[src/rtl/lcd_nibble_write_sequencer_assert.svh]
// Assertion macros shared by the LCD nibble write sequencer RTL.
`ifndef LCD_NIBBLE_WRITE_SEQUENCER_ASSERT_SVH
`define LCD_NIBBLE_WRITE_SEQUENCER_ASSERT_SVH

// same-cycle implication, clocked on clk, off during reset
`define LNWS_ASSERT_SAME(lbl, ante, cons) \
	lbl: assert property (@(posedge clk) disable iff (!arst_n) (ante) |-> (cons)) \
		else $error("lnws: same-cycle check failed");

// next-cycle implication, clocked on clk, off during reset
`define LNWS_ASSERT_NEXT(lbl, ante, cons) \
	lbl: assert property (@(posedge clk) disable iff (!arst_n) (ante) |=> (cons)) \
		else $error("lnws: next-cycle check failed");

`endif

[src/rtl/lnws_pkg.sv]
// Types, codes and microcode ROM of the LCD nibble write sequencer.
`default_nettype none
package lnws_pkg;

	// request kinds
	localparam logic [1:0] FUNC_INIT = 2'd0;
	localparam logic [1:0] FUNC_CMD  = 2'd1;
	localparam logic [1:0] FUNC_DATA = 2'd2;
	localparam logic [1:0] FUNC_NUM  = 2'd3;

	// configuration register indexes
	localparam logic [1:0] REG_PULSE  = 2'd0;
	localparam logic [1:0] REG_SETTLE = 2'd1;
	localparam logic [1:0] REG_CLEAR  = 2'd2;

	localparam logic [15:0] PULSE_RST  = 16'd2;
	localparam logic [15:0] SETTLE_RST = 16'd100;
	localparam logic [15:0] CLEAR_RST  = 16'd2000;

	// microcode word kinds
	localparam logic [1:0] K_STEP = 2'd0; // one step, low nibble, E low
	localparam logic [1:0] K_BYTE = 2'd1; // four steps, one per phase
	localparam logic [1:0] K_WAIT = 2'd2; // hold pc until digits are ready

	// byte sources
	localparam logic [2:0] SRC_CONST = 3'd0;
	localparam logic [2:0] SRC_IN    = 3'd1;
	localparam logic [2:0] SRC_D0    = 3'd2;
	localparam logic [2:0] SRC_D1    = 3'd3;
	localparam logic [2:0] SRC_D2    = 3'd4;

	// RS selection
	localparam logic [1:0] RS_CMD  = 2'd0;
	localparam logic [1:0] RS_DATA = 2'd1;
	localparam logic [1:0] RS_FUNC = 2'd2;

	// hold selection for single steps
	localparam logic [1:0] HOLD_ZERO   = 2'd0;
	localparam logic [1:0] HOLD_PULSE  = 2'd1;
	localparam logic [1:0] HOLD_SETTLE = 2'd2;
	localparam logic [1:0] HOLD_CLEAR  = 2'd3;

	localparam int PC_W = 4;

	typedef logic [PC_W-1:0] pc_t;

	typedef struct packed {
		logic [1:0] kind;
		logic [2:0] src;
		logic [7:0] cbyte;
		logic [1:0] rs;
		logic [1:0] hold;
		logic       fin;
	} uop_t;

	// digit unit status toward the sequencer
	typedef struct packed {
		logic       ready;
		logic [7:0] d0;
		logic [7:0] d1;
		logic [7:0] d2;
	} dig_t;

	function automatic uop_t mk(input logic [1:0] kind, input logic [2:0] src,
		input logic [7:0] cbyte, input logic [1:0] rs, input logic [1:0] hold,
		input logic fin);
		uop_t u;
		u.kind  = kind;
		u.src   = src;
		u.cbyte = cbyte;
		u.rs    = rs;
		u.hold  = hold;
		u.fin   = fin;
		return u;
	endfunction

	function automatic uop_t ucode_rom(input pc_t pc);
		uop_t u;
		case (pc)
			// init
			4'd0:    u = mk(K_STEP, SRC_CONST, 8'h00, RS_CMD, HOLD_ZERO, 1'b0);
			4'd1:    u = mk(K_BYTE, SRC_CONST, 8'h33, RS_CMD, HOLD_ZERO, 1'b0);
			4'd2:    u = mk(K_BYTE, SRC_CONST, 8'h32, RS_CMD, HOLD_ZERO, 1'b0);
			4'd3:    u = mk(K_BYTE, SRC_CONST, 8'h28, RS_CMD, HOLD_ZERO, 1'b0);
			4'd4:    u = mk(K_BYTE, SRC_CONST, 8'h0e, RS_CMD, HOLD_ZERO, 1'b0);
			4'd5:    u = mk(K_BYTE, SRC_CONST, 8'h01, RS_CMD, HOLD_ZERO, 1'b0);
			4'd6:    u = mk(K_STEP, SRC_CONST, 8'h01, RS_CMD, HOLD_CLEAR, 1'b0);
			4'd7:    u = mk(K_BYTE, SRC_CONST, 8'h06, RS_CMD, HOLD_ZERO, 1'b1);
			// command or data byte
			4'd8:    u = mk(K_BYTE, SRC_IN, 8'h00, RS_FUNC, HOLD_ZERO, 1'b1);
			// print number
			4'd9:    u = mk(K_WAIT, SRC_CONST, 8'h00, RS_DATA, HOLD_ZERO, 1'b0);
			4'd10:   u = mk(K_BYTE, SRC_D0, 8'h00, RS_DATA, HOLD_ZERO, 1'b0);
			4'd11:   u = mk(K_BYTE, SRC_D1, 8'h00, RS_DATA, HOLD_ZERO, 1'b0);
			4'd12:   u = mk(K_BYTE, SRC_D2, 8'h00, RS_DATA, HOLD_ZERO, 1'b0);
			4'd13:   u = mk(K_STEP, SRC_D2, 8'h00, RS_DATA, HOLD_SETTLE, 1'b0);
			4'd14:   u = mk(K_BYTE, SRC_CONST, 8'h02, RS_CMD, HOLD_ZERO, 1'b1);
			default: u = mk(K_STEP, SRC_CONST, 8'h00, RS_CMD, HOLD_ZERO, 1'b1);
		endcase
		return u;
	endfunction

	function automatic pc_t entry_pc(input logic [1:0] func);
		pc_t pc;
		case (func)
			FUNC_INIT: pc = 4'd0;
			FUNC_CMD:  pc = 4'd8;
			FUNC_DATA: pc = 4'd8;
			FUNC_NUM:  pc = 4'd9;
			default:   pc = 4'd0;
		endcase
		return pc;
	endfunction

endpackage
`default_nettype wire

[src/rtl/lnws_digits.sv]
// Three-digit ASCII conversion pipeline for number printing.
`default_nettype none
module lnws_digits (
	input  wire logic           clk,
	input  wire logic           arst_n,
	input  wire logic           start,
	input  wire logic [15:0]    number,
	output lnws_pkg::dig_t      dig
);
	logic [15:0] num_q;
	logic [9:0]  q_s1;
	logic [7:0]  d0_s2;
	logic [6:0]  r_s2;
	logic [3:0]  t_s3;
	logic [3:0]  ones_s4;
	logic [2:0]  cnt_q;

	logic [28:0] qprod;
	logic [16:0] qx100;
	logic [16:0] rem_full;
	logic [7:0]  rem8;
	logic        fix;
	logic [9:0]  q_fix;
	logic [7:0]  r_fix;
	logic [14:0] tprod;
	logic [7:0]  tx10;

	// reciprocal of 100 rounded down: quotient is exact or one short
	assign qprod    = 29'(num_q) * 29'd5242;
	assign qx100    = 17'(q_s1) * 17'd100;
	assign rem_full = {1'b0, num_q} - qx100;
	assign rem8     = rem_full[7:0];
	assign fix      = rem8 >= 8'd100;
	assign q_fix    = fix ? q_s1 + 10'd1 : q_s1;
	assign r_fix    = fix ? rem8 - 8'd100 : rem8;
	// exact division by 10 for values below 100
	assign tprod    = 15'(r_s2) * 15'd205;
	assign tx10     = 8'(t_s3) * 8'd10;

	always_ff @(posedge clk or negedge arst_n) begin
		if (!arst_n) begin
			cnt_q <= 3'd0;
		end else if (start) begin
			cnt_q <= 3'd0;
		end else if (cnt_q != 3'd4) begin
			cnt_q <= cnt_q + 3'd1;
		end
	end

	always_ff @(posedge clk) begin
		if (start) begin
			num_q <= number;
		end
		q_s1    <= qprod[28:19];
		d0_s2   <= 8'(q_fix) + 8'h30;
		r_s2    <= r_fix[6:0];
		t_s3    <= tprod[14:11];
		ones_s4 <= 4'({1'b0, r_s2} - tx10);
	end

	assign dig.ready = cnt_q == 3'd4;
	assign dig.d0    = d0_s2;
	assign dig.d1    = {4'h3, t_s3};
	assign dig.d2    = {4'h3, ones_s4};

endmodule
`default_nettype wire

[src/rtl/lcd_nibble_write_sequencer.sv]
// Top level: microcoded sequencer expanding requests into 4-bit LCD bus steps.
`default_nettype none
// Takes one request (init, command byte, data byte, print number) and emits its
// pin steps one per clock while out_stall is low: 26 steps for init, 4 for a
// byte, 17 for a number. A request is first registered into busy_q and pc_q
// before its first step can load; number printing also holds at the wait word
// while the four digit pipeline stages fill, and loads its first step only after
// it leaves the wait word. The step rate is set by the single output register:
// one step per clock while out_stall is low. A new request is taken on the clock
// after the last step of the previous one is loaded; with no stalls, init is the
// longest request. Hold register writes take effect on the next step loaded.
`include "lcd_nibble_write_sequencer_assert.svh"
module lcd_nibble_write_sequencer (
	input  wire logic        clk,
	input  wire logic        arst_n,
	input  wire logic        in_valid,
	output logic             in_stall,
	input  wire logic [1:0]  func,
	input  wire logic [7:0]  byte_value,
	input  wire logic [15:0] number,
	output logic             out_valid,
	input  wire logic        out_stall,
	output logic [3:0]       data_nibble,
	output logic             reg_select,
	output logic             enable,
	output logic [15:0]      hold_us,
	output logic             last,
	input  wire logic        cfg_wr_en,
	input  wire logic [1:0]  cfg_index,
	input  wire logic [15:0] cfg_data
);
	logic [15:0]     pulse_q;
	logic [15:0]     settle_q;
	logic [15:0]     clear_q;
	logic            busy_q;
	lnws_pkg::pc_t   pc_q;
	logic [1:0]      phase_q;
	logic [1:0]      func_q;
	logic [7:0]      byte_q;
	logic            out_valid_q;
	logic [3:0]      nib_q;
	logic            rs_q;
	logic            e_q;
	logic [15:0]     hold_q;
	logic            last_q;

	lnws_pkg::uop_t  uop;
	lnws_pkg::dig_t  dig;
	logic            accept;
	logic            out_free;
	logic            is_byte;
	logic            is_wait;
	logic            emit;
	logic [7:0]      sel_byte;
	logic [3:0]      nib_w;
	logic            rs_w;
	logic            e_w;
	logic [15:0]     hold_w;
	logic            last_w;
	logic [15:0]     step_hold;

	assign accept   = in_valid && !busy_q;
	assign uop      = lnws_pkg::ucode_rom(pc_q);
	assign out_free = !out_valid_q || !out_stall;
	assign is_byte  = uop.kind == lnws_pkg::K_BYTE;
	assign is_wait  = uop.kind == lnws_pkg::K_WAIT;
	assign emit     = busy_q && !is_wait && out_free;

	lnws_digits u_digits (
		.clk    (clk),
		.arst_n (arst_n),
		.start  (accept),
		.number (number),
		.dig    (dig)
	);

	always_comb begin
		case (uop.src)
			lnws_pkg::SRC_CONST: sel_byte = uop.cbyte;
			lnws_pkg::SRC_IN:    sel_byte = byte_q;
			lnws_pkg::SRC_D0:    sel_byte = dig.d0;
			lnws_pkg::SRC_D1:    sel_byte = dig.d1;
			lnws_pkg::SRC_D2:    sel_byte = dig.d2;
			default:             sel_byte = uop.cbyte;
		endcase
		case (uop.rs)
			lnws_pkg::RS_CMD:  rs_w = 1'b0;
			lnws_pkg::RS_DATA: rs_w = 1'b1;
			lnws_pkg::RS_FUNC: rs_w = func_q == lnws_pkg::FUNC_DATA;
			default:           rs_w = 1'b0;
		endcase
		case (uop.hold)
			lnws_pkg::HOLD_ZERO:   step_hold = 16'd0;
			lnws_pkg::HOLD_PULSE:  step_hold = pulse_q;
			lnws_pkg::HOLD_SETTLE: step_hold = settle_q;
			lnws_pkg::HOLD_CLEAR:  step_hold = clear_q;
			default:               step_hold = 16'd0;
		endcase
		if (is_byte) begin
			nib_w  = phase_q[1] ? sel_byte[3:0] : sel_byte[7:4];
			e_w    = !phase_q[0];
			hold_w = phase_q[0] ? settle_q : pulse_q;
			last_w = uop.fin && (phase_q == 2'd3);
		end else begin
			nib_w  = sel_byte[3:0];
			e_w    = 1'b0;
			hold_w = step_hold;
			last_w = uop.fin;
		end
	end

	always_ff @(posedge clk or negedge arst_n) begin
		if (!arst_n) begin
			pulse_q  <= lnws_pkg::PULSE_RST;
			settle_q <= lnws_pkg::SETTLE_RST;
			clear_q  <= lnws_pkg::CLEAR_RST;
		end else if (cfg_wr_en) begin
			case (cfg_index)
				lnws_pkg::REG_PULSE:  pulse_q  <= cfg_data;
				lnws_pkg::REG_SETTLE: settle_q <= cfg_data;
				lnws_pkg::REG_CLEAR:  clear_q  <= cfg_data;
				default: ;
			endcase
		end
	end

	always_ff @(posedge clk or negedge arst_n) begin
		if (!arst_n) begin
			busy_q      <= 1'b0;
			pc_q        <= '0;
			phase_q     <= 2'd0;
			out_valid_q <= 1'b0;
		end else begin
			if (emit) begin
				out_valid_q <= 1'b1;
			end else if (!out_stall) begin
				out_valid_q <= 1'b0;
			end
			if (accept) begin
				busy_q  <= 1'b1;
				pc_q    <= lnws_pkg::entry_pc(func);
				phase_q <= 2'd0;
			end else if (busy_q) begin
				if (is_wait) begin
					if (dig.ready) begin
						pc_q <= pc_q + lnws_pkg::pc_t'(1);
					end
				end else if (emit) begin
					if (is_byte && phase_q != 2'd3) begin
						phase_q <= phase_q + 2'd1;
					end else begin
						phase_q <= 2'd0;
						if (uop.fin) begin
							busy_q <= 1'b0;
						end else begin
							pc_q <= pc_q + lnws_pkg::pc_t'(1);
						end
					end
				end
			end
		end
	end

	always_ff @(posedge clk) begin
		if (accept) begin
			func_q <= func;
			byte_q <= byte_value;
		end
		if (emit) begin
			nib_q  <= nib_w;
			rs_q   <= rs_w;
			e_q    <= e_w;
			hold_q <= hold_w;
			last_q <= last_w;
		end
	end

	assign in_stall    = busy_q;
	assign out_valid   = out_valid_q;
	assign data_nibble = nib_q;
	assign reg_select  = rs_q;
	assign enable      = e_q;
	assign hold_us     = hold_q;
	assign last        = last_q;

	`LNWS_ASSERT_NEXT(a_accept_busy, accept, busy_q)
	`LNWS_ASSERT_NEXT(a_wait_holds, busy_q && is_wait && !dig.ready, busy_q && $stable(pc_q))
	`LNWS_ASSERT_SAME(a_phase_byte, busy_q && phase_q != 2'd0, is_byte)
	`LNWS_ASSERT_NEXT(a_last_ends, emit && last_w, !busy_q && out_valid && last)

endmodule
`default_nettype wire
[config.mk]
export PLATFORM = sky130hd
export DESIGN_NAME = lcd_nibble_write_sequencer
export DESIGN_NICKNAME = d
export VERILOG_FILES = /design/src/rtl/lnws_pkg.sv /design/src/rtl/lnws_digits.sv /design/src/rtl/lcd_nibble_write_sequencer.sv
export VERILOG_INCLUDE_DIRS = /design/src /design/src/rtl
export SDC_FILE = /design/constraint.sdc
export NUM_CORES = 1
export LEC_CHECK = 0
export BUFFER_PORTS_ARGS = -buffer_cell sky130_fd_sc_hd__buf_2
export CORE_MARGIN = 2
export CORE_UTILIZATION = 45
export CTS_CLUSTER_SIZE = 20
export DETAILED_ROUTE_END_ITERATION = 16
export PLACE_DENSITY = 0.64
export SLEW_MARGIN = 5
export SYNTH_ARGS = -nofsm -noshare
export SYNTH_HDL_FRONTEND = slang
export SYNTH_SLANG_ARGS = --single-unit
[constraint.sdc]
create_clock -name clk -period 14.35 [get_ports clk]
set_input_delay 2.87 -clock clk [delete_from_list [all_inputs] [get_ports clk]]
set_output_delay 2.87 -clock clk [all_outputs]
set_load 0.02 [all_outputs]
==> results_dict.tcl <==
set metrics [dict create \
    post_cts_buffers 0 \
    grt_max_degree 60 \
    die_w_um 152 \
    status "finished, final reports clean" \
    cp.required_ps 14660 \
    htreeDepth 4 \
    fin_cells 1229 \
    maxCapViolCount 0 \
    synth_seq_cells 139 \
    layout-drive-gt1-share 0.190 \
    clkLatencyLatePin_ps 430 \
    slew_headroom 0.314 \
    fill_cells 1906 \
    hpwl_um 15000 \
    clkTransAtPathRegs_ps 60 \
    fmax_ghz 0.189 \
    via_per_inst 5.13 \
    ys.flop_type "edfxtp_1" \
    ant_nets 0 \
    diodes 0 \
    cts_tree "yes" \
    r2r_slack_ps 9050 \
    grt_pass1_vias 6628 \
    multi_input_area_um2 5660 \
    yosys_warnings 0 \
    synth_edf_count 49 \
    wl_per_cell_um 15.6 \
    hold_depth 0 \
    rr_worst_depth 17 \
    netlist_area_um2 9880 \
    routabilityCongestion 0.822 \
    overflow 0 \
    regArea_um2 3580 \
    critPathLaunchType "flip-flop" \
    vias 6302 \
    wirelength_um 19200 \
    drt_iter0_markers 274 \
    grt_antenna_before_repair 0 \
    crit_type "flip-flop to flip-flop" \
    ctsResizeCount 0 \
    timing.rr.end "u_digits.q_s1[7]$_DFF_P_" \
    hp-start "u_digits.r_s2[0]$_DFF_P_" \
    rsz0062_at_grt "false" \
    worstMarginPinSlew_ps 1030 \
    clock_skew_ps 8.50 \
    numCtsBuffers 17 \
    die_h_um 152 \
    cts_hold_buf 0 \
    reg2reg_from "u_digits.num_q[8]$_DFFE_PP_" \
    tns_ps 0 \
    end_kind "flip-flop" \
    hold_path.class "flip-flop to flip-flop" \
    core_region_area_um2 21700 \
    port_buffers 73 \
    final-hold-violation-count 0 \
    clock_sinks 139 \
    min_period_ps 5300 \
    nets 1204 \
    area_growth_pct 12.9 \
    cts_root_buf "clkbuf_16" \
    crit_arrival_ps 5610 \
    clk_path_buf_depth 2 \
    finish.utilization 0.515 \
    syn_nets 1127 \
    first_pass_iters 4 \
    drc 0 \
    drv_slew 0 \
    dp_cells 1197 \
    critPathMaxFanout 5 \
    die_area_um2 23200 \
    grtUsageTotal 0.174 \
    start_util 0.456 \
    min_to "u_digits.ones_s4[0]$_DFF_P_" \
    synth_seq_area_share 0.362 \
    postSynth.asyncResetShare 0.424 \
    grt_pass1_wl_um 32400 \
    pin_count 74 \
    synth_cells 859 \
    syn_avg_cell_area_um2 11.5 \
    synth_cell_types 64 \
    row_count 54 \
    layout_worst_path_cycle_share 0.369 \
    setup_viol 0 \
]
==> how the worst max path moves through the flow <==
stage                                       startpoint                        to  depth (start not counted)
after floorplan           u_digits.num_q[10]$_DFFE_PP_  u_digits.q_s1[7]$_DFF_P_                         15
after global placement     u_digits.num_q[8]$_DFFE_PP_  u_digits.q_s1[7]$_DFF_P_                         17
after detailed placement   u_digits.num_q[8]$_DFFE_PP_  u_digits.q_s1[7]$_DFF_P_                         17
after CTS                  u_digits.num_q[8]$_DFFE_PP_  u_digits.q_s1[7]$_DFF_P_                         17
after global routing       u_digits.num_q[7]$_DFFE_PP_  u_digits.q_s1[7]$_DFF_P_                         17
final                      u_digits.num_q[8]$_DFFE_PP_  u_digits.q_s1[7]$_DFF_P_                         17
==> Yosys cell counts (all sizes together), types with 3 or more instances <==
cell,number,area share
a221oi,6,0.0060
a22oi,3,0.0023
o21a,4,0.0032
dfxtp,31,0.063
a21o,5,0.0038
nor3,7,0.0035
nor2,27,0.010
xnor2,25,0.022
edfxtp,49,0.15
a21oi,26,0.013
o21ai,17,0.0086
or2,4,0.0025
xor2,13,0.012
o211ai,4,0.0030
o31ai,3,0.0023
nand3,15,0.0076
nand4,3,0.0019
nand2b,5,0.0032
clkbuf,17,0.0065
ha,149,0.19
a222oi,17,0.017
o2bb2ai,4,0.0035
mux2,50,0.057
and3,6,0.0038
nand2,39,0.015
inv,152,0.058
dfstp,10,0.027
fa,70,0.14
dfrtp,49,0.12
nor2b,9,0.0057
a31oi,5,0.0032
==> through the flow <==
step	setup slack [ps]	area, um^2	hold WS (ps)
final	9050	11200	489
after global routing	8690	11200	516
after CTS	8970	11200	508
after detailed placement	8980	10600	495
after global placement	9080	10600	485
after floorplan	9550	9880	425
==> placed cells by master (no fill, tap or decap), types with 6 or more instances in the layout <==
master       n
a21oi_1     26
a222oi_1    17
and3_1       6
buf_2       73
clkbuf_16   17
dfrtp_1     49
dfstp_2     10
dfxtp_1     31
edfxtp_1    49
fa_1        70
ha_1       149
inv_1      152
mux2_2      50
nand2_1     39
nand3_1     15
nor2_1      27
nor2b_1      8
nor3_1       7
o21ai_0     15
xnor2_1     25
xor2_1      12
==> layer usage <==
layer,vias to the layer above,GRT usage,wire (um)
met5,-,0,0
met4,0,0.0423,224
met3,20,0.0350,590
met2,94,0.301,9550
met1,3084,0.225,8810
li1,3104,-,-
==> critical path, stage by stage (launching register included) <==
cell	delay (ps)
edfxtp_1	510
fa_1	510
ha_1	300
inv_1	60
fa_1	480
inv_1	60
fa_1	530
inv_1	60
fa_1	530
inv_1	40
ha_1	310
nand4_1	110
a2111oi_0	670
o21ai_0	270
a21oi_1	320
a31o_2	230
and3b_1	150
nor3_1	50
==> layout make-up <==
class / count / share of cell area
multi-input cells: 549 / 0.507
flip-flops and latches: 139 / 0.321
inverters: 152 / 0.0511
clock buffers: 18 / 0.0393
repair buffers: 77 / 0.0354
well taps: 280 / 0.0314
clock inverters: 14 / 0.0145
==> registers in the layout (all words and copies together), names as in the netlist, 2 cells and up <==
name	count
pulse_q	16
pc_q	4
settle_q	16
hold_us	16
u_digits.q_s1	8
phase_q	2
data_nibble	4
u_digits.t_s3	4
byte_q	8
u_digits.num_q	16
func_q	2
u_digits.d0_s2	8
u_digits.cnt_q	3
clear_q	16
u_digits.ones_s4	4
u_digits.r_s2	7
==> logic make-up after synthesis <==
group / Yosys count / synth area share
AOI/OAI and AO/OA: 113 / 0.0839
muxes: 52 / 0.0590
DFF: 139 / 0.362
adders and majority gates: 219 / 0.330
buffers and inverters: 171 / 0.0658
xor gates and xnor gates: 39 / 0.0368
and+or+nand+nor: 126 / 0.0615
Power is left out: the tool's default activity adds up to more than one toggle a clock period on the data nets, which glitch-free logic cannot reach.
